**src/sv/mse_pkg.sv**
```systemverilog
// Shared types, opcodes and the helper function of the instruction executor.
package mse_pkg;

  localparam int DATA_WORDS_DEFAULT = 256;

  localparam logic CFG_START_PC  = 1'b0;
  localparam logic CFG_STACK_PTR = 1'b1;

  localparam logic [4:0] REG_SP = 5'd29;
  localparam logic [4:0] REG_RA = 5'd31;

  localparam logic [5:0] OP_RTYPE = 6'h00;
  localparam logic [5:0] OP_J     = 6'h02;
  localparam logic [5:0] OP_JAL   = 6'h03;
  localparam logic [5:0] OP_BEQ   = 6'h04;
  localparam logic [5:0] OP_BNE   = 6'h05;
  localparam logic [5:0] OP_BGTZ  = 6'h07;
  localparam logic [5:0] OP_ADDI  = 6'h08;
  localparam logic [5:0] OP_SLTI  = 6'h0A;
  localparam logic [5:0] OP_ANDI  = 6'h0C;
  localparam logic [5:0] OP_ORI   = 6'h0D;
  localparam logic [5:0] OP_NORI  = 6'h0E;
  localparam logic [5:0] OP_LUI   = 6'h0F;
  localparam logic [5:0] OP_LB    = 6'h20;
  localparam logic [5:0] OP_LH    = 6'h21;
  localparam logic [5:0] OP_LW    = 6'h23;
  localparam logic [5:0] OP_LBU   = 6'h24;
  localparam logic [5:0] OP_LHU   = 6'h25;
  localparam logic [5:0] OP_SB    = 6'h28;
  localparam logic [5:0] OP_SH    = 6'h29;
  localparam logic [5:0] OP_SW    = 6'h2B;
  localparam logic [5:0] OP_HALT  = 6'h3F;

  localparam logic [5:0] FN_SLL  = 6'h00;
  localparam logic [5:0] FN_SRL  = 6'h02;
  localparam logic [5:0] FN_SRA  = 6'h03;
  localparam logic [5:0] FN_JR   = 6'h08;
  localparam logic [5:0] FN_ADD  = 6'h20;
  localparam logic [5:0] FN_ADDU = 6'h21;
  localparam logic [5:0] FN_SUB  = 6'h22;
  localparam logic [5:0] FN_AND  = 6'h24;
  localparam logic [5:0] FN_OR   = 6'h25;
  localparam logic [5:0] FN_XOR  = 6'h26;
  localparam logic [5:0] FN_NOR  = 6'h27;
  localparam logic [5:0] FN_NAND = 6'h28;
  localparam logic [5:0] FN_SLT  = 6'h2A;

  typedef struct packed {
    logic        mode;
    logic [31:0] instruction;
    logic [7:0]  preload_index;
    logic [31:0] preload_word;
  } in_t;

  typedef struct packed {
    logic [31:0] next_pc;
    logic        reg_written;
    logic [4:0]  reg_index;
    logic [31:0] reg_value;
    logic        write_zero_error;
    logic        number_overflow;
    logic        address_overflow;
    logic        misaligned;
    logic        halted;
  } out_t;

  typedef struct packed {
    logic [31:0] npc;
    logic        halted;
    logic        wr;
    logic [4:0]  wr_idx;
    logic [31:0] wr_val;
    logic        pre;
    logic        ld;
    logic        st;
    logic [5:0]  op;
    logic [1:0]  low;
    logic [31:0] sdata;
    logic        no;
    logic        ao;
    logic        mis;
  } exec_t;

  function automatic logic [31:0] sext16(input logic [15:0] v);
    return {{16{v[15]}}, v};
  endfunction

endpackage

```
**src/sv/mse_exec.sv**
```systemverilog
// Decode and execute stage: ALU, branch and jump targets, address checks and preload.
module mse_exec #(
  parameter int DATA_WORDS = mse_pkg::DATA_WORDS_DEFAULT
) (
  input  mse_pkg::in_t                  item,
  input  logic [31:0]                   a,
  input  logic [31:0]                   b,
  input  logic [31:0]                   pc,
  input  logic                          halt,
  output mse_pkg::exec_t                res,
  output logic [$clog2(DATA_WORDS)-1:0] mem_idx
);
  import mse_pkg::*;

  localparam int AW = $clog2(DATA_WORDS);
  localparam logic [33:0] ADDR_LIMIT = 34'(DATA_WORDS * 4 - 1);

  logic [5:0]  op;
  logic [5:0]  fn;
  logic [4:0]  rt;
  logic [4:0]  rd;
  logic [4:0]  sh;
  logic [15:0] imm;
  logic [31:0] simm;
  logic [31:0] pc4;
  logic [31:0] sum;
  logic [31:0] dif;
  logic [31:0] isum;
  logic [33:0] addr;
  logic        take;
  logic        word;
  logic        half;
  logic [31:0] pl_idx;

  assign op   = item.instruction[31:26];
  assign rt   = item.instruction[20:16];
  assign rd   = item.instruction[15:11];
  assign sh   = item.instruction[10:6];
  assign fn   = item.instruction[5:0];
  assign imm  = item.instruction[15:0];
  assign simm = sext16(imm);
  assign pc4  = pc + 32'd4;
  assign sum  = a + b;
  assign dif  = a - b;
  assign isum = a + simm;
  assign addr = {{2{a[31]}}, a} + {{2{simm[31]}}, simm};
  assign word = (op == OP_LW) || (op == OP_SW);
  assign half = (op == OP_LH) || (op == OP_LHU) || (op == OP_SH);
  assign pl_idx = 32'(item.preload_index);

  always_comb begin
    res        = '0;
    res.npc    = pc;
    res.halted = halt;
    res.op     = op;
    res.low    = addr[1:0];
    res.sdata  = b;
    mem_idx    = addr[AW+1:2];
    take       = 1'b0;
    if (item.mode) begin
      res.pre   = pl_idx < 32'(DATA_WORDS);
      res.sdata = item.preload_word;
      mem_idx   = pl_idx[AW-1:0];
    end else if (halt) begin
      res.npc = pc;
    end else if (op == OP_HALT) begin
      res.halted = 1'b1;
    end else begin
      res.npc = pc4;
      unique case (op)
        OP_RTYPE: begin
          res.wr_idx = rd;
          unique case (fn)
            FN_ADD, FN_ADDU: begin
              res.wr     = 1'b1;
              res.wr_val = sum;
              res.no     = (fn == FN_ADD) && ((a[31] ^ sum[31]) & (b[31] ^ sum[31]));
            end
            FN_SUB: begin
              res.wr     = 1'b1;
              res.wr_val = dif;
              res.no     = (a[31] ^ b[31]) & (a[31] ^ dif[31]);
            end
            FN_AND:  begin res.wr = 1'b1; res.wr_val = a & b; end
            FN_OR:   begin res.wr = 1'b1; res.wr_val = a | b; end
            FN_XOR:  begin res.wr = 1'b1; res.wr_val = a ^ b; end
            FN_NOR:  begin res.wr = 1'b1; res.wr_val = ~(a | b); end
            FN_NAND: begin res.wr = 1'b1; res.wr_val = ~(a & b); end
            FN_SLT: begin
              res.wr     = 1'b1;
              res.wr_val = {31'd0, $signed(a) < $signed(b)};
            end
            FN_SLL: begin res.wr = 1'b1; res.wr_val = b << sh; end
            FN_SRL: begin res.wr = 1'b1; res.wr_val = b >> sh; end
            FN_SRA: begin res.wr = 1'b1; res.wr_val = 32'($signed(b) >>> sh); end
            FN_JR:   res.npc = a;
            default: res.wr = 1'b0;
          endcase
        end
        OP_J, OP_JAL: begin
          res.wr     = (op == OP_JAL);
          res.wr_idx = REG_RA;
          res.wr_val = pc4;
          res.npc    = {pc4[31:28], item.instruction[25:0], 2'b00};
        end
        OP_BEQ, OP_BNE, OP_BGTZ: begin
          if (op == OP_BEQ) begin
            take = (a == b);
          end else if (op == OP_BNE) begin
            take = (a != b);
          end else begin
            take = !a[31] && (a != 32'd0);
          end
          if (take) begin
            res.npc = pc4 + {simm[29:0], 2'b00};
          end
        end
        OP_ADDI: begin
          res.wr     = 1'b1;
          res.wr_idx = rt;
          res.wr_val = isum;
          res.no     = (a[31] ^ isum[31]) & (simm[31] ^ isum[31]);
        end
        OP_LUI:  begin res.wr = 1'b1; res.wr_idx = rt; res.wr_val = {imm, 16'd0}; end
        OP_ANDI: begin res.wr = 1'b1; res.wr_idx = rt; res.wr_val = a & {16'd0, imm}; end
        OP_ORI:  begin res.wr = 1'b1; res.wr_idx = rt; res.wr_val = a | {16'd0, imm}; end
        OP_NORI: begin res.wr = 1'b1; res.wr_idx = rt; res.wr_val = ~(a | {16'd0, imm}); end
        OP_SLTI: begin
          res.wr     = 1'b1;
          res.wr_idx = rt;
          res.wr_val = {31'd0, $signed(a) < $signed(simm)};
        end
        OP_LW, OP_LH, OP_LHU, OP_LB, OP_LBU, OP_SW, OP_SH, OP_SB: begin
          res.mis = (word && addr[1:0] != 2'b00) || (half && addr[0]);
          res.ao  = addr[33] || (addr > ADDR_LIMIT);
          res.wr_idx = rt;
          if (res.mis || res.ao) begin
            res.halted = 1'b1;
          end else if (op == OP_SW || op == OP_SH || op == OP_SB) begin
            res.st = 1'b1;
          end else begin
            res.ld = 1'b1;
            res.wr = 1'b1;
          end
        end
        default: res.wr = 1'b0;
      endcase
    end
  end
endmodule

```
**config.mk**
```make
export PLATFORM = sky130hd
export DESIGN_NAME = mse_exec
export DESIGN_NICKNAME = d
export VERILOG_FILES = /design/src/sv/mse_pkg.sv /design/src/sv/mse_exec.sv
export SDC_FILE = /design/constraint.sdc
export NUM_CORES = 1
export LEC_CHECK = 0
export ABC_AREA = 1
export BUFFER_PORTS_ARGS = -buffer_cell sky130_fd_sc_hd__buf_2
export CAP_MARGIN = 20
export CELL_PAD_IN_SITES_DETAIL_PLACEMENT = 1
export CELL_PAD_IN_SITES_GLOBAL_PLACEMENT = 1
export CORE_MARGIN = 4
export CORE_UTILIZATION = 40
export DETAILED_ROUTE_END_ITERATION = 8
export PLACE_DENSITY = 0.95
export SLEW_MARGIN = 20
export SYNTH_ARGS = -nofsm -noshare
export SYNTH_HDL_FRONTEND = slang
export SYNTH_SLANG_ARGS = --single-unit
```
**constraint.sdc**
```tcl
create_clock -name vclk -period 4.3
set_input_delay 0.215 -clock vclk [all_inputs]
set_output_delay 0.215 -clock vclk [all_outputs]
set_load 0.02 [all_outputs]
```
Yosys cells after proc, flatten, opt, wreduce, memory -nomap -nowiden
Cells that the tools add are included.
{"block": "op_classes", "shift": 3, "addsub": 6, "n_reduce_logical": 24, "mux": 39, "magnitude_cmp": 4, "n_eq_ne": 34, "n_bitwise": 17}
{"operator": "$pmux 32 s11", "count": 1}
{"operator": "$pmux 32 s8", "count": 1}
{"operator": "$mux 32", "count": 5}
{"operator": "$eq 6x6->1 const B", "count": 18}
{"operator": "$add 32x32->32", "count": 3}
{"operator": "$not 32->32", "count": 3}
{"operator": "$pmux 32 s3", "count": 1}
{"operator": "$mux 71", "count": 1}
{"operator": "$eq 6x4->1 const B", "count": 7}
{"operator": "$mux 39", "count": 1}
{"operator": "$mux 38", "count": 1}
{"operator": "$gt 34x10->1 const B", "count": 1}
{"operator": "$add 32x16->33", "count": 1}
{"operator": "$add 32x3->32 const B", "count": 1}
{"operator": "$and 32x16->32", "count": 1}
{"operator": "$and 32x32->32", "count": 1}
{"operator": "$eq 32x32->1", "count": 1}
{"operator": "$lt 32x16->1", "count": 1}
{"operator": "$lt 32x32->1", "count": 1}
{"operator": "$ne 32x32->1", "count": 1}
{"operator": "$or 32x16->32", "count": 1}
{"operator": "$or 32x32->32", "count": 1}
{"operator": "$reduce_bool 32->1", "count": 1}
{"operator": "$shl 32x5->32", "count": 1}
{"operator": "other kinds (27)", "count": 72}
{"block": "word_totals", "output_inout_bits": 125, "regBits": 0, "input_bits": 170, "wordCells": 127}

Depth between registers and ports, before layout
{"block": "depth", "ltp_word": 13, "ltp_mapped": 27, "ltp_nobuf": 27}

Worst setup path after synthesis
Ideal clock, no wire load.
{"block": "synth_path", "path_type": "input-to-output", "startpoint": "input port pc[2]", "endpoint": "output port res[114] in the netlist's numbering", "t_required_ps": 4085, "arrival_time_ps": 3013, "cell_stages": 25, "path_buffers": 0, "path_slack_ps": 1072, "path_cell_list": "ha_1 > inv_1 > nor3_4 > nand3_2 > nor2_2 > nand3_2 > nor2_4 > nand2_2 > nor2_4 > nand3_1 > nand2_2 > inv_2 > ha_1 > nand2_1 > nor2_1 > nand3_1 > o21ai_0 > nor2_1 > o21ai_0 > xor2_1 > nand2_1 > o211ai_1 > nand3_1 > nand2_1 > nand2_1"}
{"item": "from (decl)", "line": "mse_exec.sv:8", "text": "input logic [31:0] pc,"}
{"item": "to (decl)", "line": "mse_exec.sv:10", "text": "output mse_pkg::exec_t res,"}

==> run metrics <==
outcome finished clean; die width 228 um; sw frac 0.720; hold path cells 2; Final Hold Viols 0; Synth Cell Area 19300 um^2; Setup crit start kind input port; Final ANT Viol Nets 0; Max-cap violations 0; Slew Limit Fails 0; Area growth syn-to-layout 15.9%; initial antenna violation count 8; num sequential 0; Worst Hold End res[39]; Avg Cell Area, Syn around 5.1 um^2; combinational power share 1.000; crit end category output port; overall routing resource usage 0.494; Setup WS pre-CTS 165 ps; Final Non-Filler Cells 4747; sequential fraction of the synthesis area 0; Die Footprint 51900 um^2; Int Power 0.835 mW; Worst Hold Class in -> out; placed cells roughly 4700; Arr. time, crit path between 3000 and 4000 ps; I/O pins 295; sequential share of power 0; Setup TNS Final 0 ps; clock share of power 0; vias after detailed routing around 31000; Max Clock Freq 241 MHz; measured slew at the worst slew-check pin between 1000 and 1500 ps; pwr dens 133 nW/um^2; FP Rows 80; cell count after synthesis between 3000 and 4000; design area 22400 um^2; # port buffers roughly 300; WS Path Type in -> out; Worst IR Drop VDD 0.102 mV; gpl congestion 1.13; drt initial violations 3955; Die Height 228 um; Post-Syn Nets 4174; WL/cell between 20 and 30 um; Final WS setup around 150 ps; Yosys cell types 59; area post-placement 22400 um^2; share of cells above drive strength 1 0.143; Synth top area share 0.212; crit path max fanout 5; Final nets 4509; Multi-input gate area between 15000 and 20000 um^2; min-delay src item[68]; starting density of the core 0.405; WP data required 4090 ps; clock buffers 0; Fillers 7289; pin count of the biggest net entering global routing 81; Lkg Pwr 11.6 nW; Hold Buf Count CTS 0; area leader, netlist nand2_1; Final min period about 4100 ps; Net Sw Power 2.15 mW; hpwl dp 116000 um; Seq. cell area 0 um^2; endpoints failing setup 0; DRC 0; drt total wl between 100000 and 150000 um; post-route clock period utilization 0.964; Via-to-Cell Ratio approximately 6.5; YS warnings 0; final core occ 0.470; grt total ovfl 0; first-pass GRT wire length 196000 um; worst rel slew slack 0.274; drt pass-1 iters 5; via count of the first global-routing pass 29400; Placeable Area between 40000 and 50000 um^2; top cells by area, synth nand2_1 (21%), ha_1 (13%), o21ai_0 (9.9%), a21oi_1 (9.2%), inv_1 (9.1%)
## area by class of cell
type	count	area share
well taps	615	0.0343
repair buffers	503	0.137
multi-input cells	3135	0.746
inverters	489	0.0820
diodes	5	0.000558
## kinds of logic (layout without fill, tap and decap cells)
kind of cell    Yosys count  in the layout  share of synthesized area
compound gates         1009           1009                      0.296
xor+xnor                 41             41                     0.0186
fa+ha+maj               210            210                      0.137
buf+inv                 659            992                      0.138
mux                      13             13                    0.00673
other cells               0              5                          0
simple gates           1862           1862                      0.403
## how the worst max path moves through the flow
stage	startpoint	end	slack, ps	depth (start not counted)
final	pc[2]	res[110]	150	25
after global routing	pc[2]	res[101]	-40	22
after CTS	pc[2]	res[112]	150	26
after detailed placement	pc[2]	res[112]	170	26
after global placement	pc[2]	res[112]	270	26
after floorplan	pc[2]	res[114]	1070	25
## worst max-delay path: stages
cell and delay [ps]:
buf_2 140, ha_2 230, inv_1 100, nor3_4 280, nand3_2 110, nor2_2 150
nand3_2 140, inv_1 130, nand3_1 80, nand2_1 130, inv_1 70, ha_1 370
nand2_1 130, nor2_1 190, inv_1 100, nor3_1 350, nand3_1 150, nand3_1 140
nor2_1 50, o21ai_0 160, o211ai_1 110, nand3_1 110, nand2_1 60, nand2_1 50
buf_2 160
## repair_timing
item | CTS | global route
setup buffers | 0 | 1
endpoints found under the setup margin | 0 | 12
resized for setup | 0 | 11
hold endpoints to repair | 0 | 0
## power by group through the flow
| stage | clock network, mW | registers [mW] | logic, mW |
|---|---|---|---|
| floorplan | 0 | 0 | 1.61 |
| global placement | 0 | 0 | 2.77 |
| detailed placement | 0 | 0 | 2.81 |
| CTS | 0 | 0 | 2.83 |
| global route | 0.0000000376 | 0 | 3.12 |
| finish | 0.00000000388 | 0 | 2.98 |
## per-layer routing
metal	vias to the layer above	GRT usage	wire (um)
met5	-	0	0
met4	0	0.450	16400
met3	708	0.117	15600
met2	2207	0.739	56000
met1	14400	0.585	50300
li1	13300	-	-
## synthesized netlist by cell type, types with 5 or more instances
cell type  instances
a22o_1             5
o21bai_1          20
o21ai_1           16
ha_1             206
nor3_1            59
nor4_1            20
o211ai_1          59
buf_1             16
a31oi_1            8
xnor2_1           11
a211oi_1          20
inv_2             15
nor2_1           337
a21oi_1          355
nor2_2            11
buf_4             12
nand3_1          220
clkbuf_1          73
o21a_1            15
nand2_1         1093
nor2_4             5
a221oi_1          14
buf_6             10
nand2_2            6
o22ai_1           38
inv_1            470
nand4_1           72
o31ai_1            5
a21o_1            13
o2111ai_1         17
buf_2             57
o21ai_0          383
or2_2             18
o221ai_1          19
mux2i_1           13
a2111oi_0          5
xor2_1            30
## layout by cell type (no fill, tap or decap), types with 15 or more instances in the layout
cell	synthesis	layout
a211oi_1	20	20
a21oi_1	355	354
buf_2	57	295
buf_4	12	205
ha_1	206	204
inv_1	470	469
inv_2	15	16
nand2_1	1093	1091
nand3_1	220	219
nand4_1	72	72
nor2_1	337	336
nor3_1	59	54
nor4_1	20	19
o2111ai_1	17	17
o211ai_1	59	59
o21a_1	15	15
o21ai_0	383	382
o21ai_1	16	16
o21bai_1	20	20
o221ai_1	19	19
o22ai_1	38	38
or2_2	18	18
xor2_1	30	30
## metrics by stage
step / power, mW / hold slack [ps]
after floorplan: 1.61 / 519
after global placement: 2.77 / 726
after detailed placement: 2.81 / 727
after CTS: 2.83 / 728
after global routing: 3.12 / 732
final: 2.98 / 728
Power figures use the tool's default switching activity.
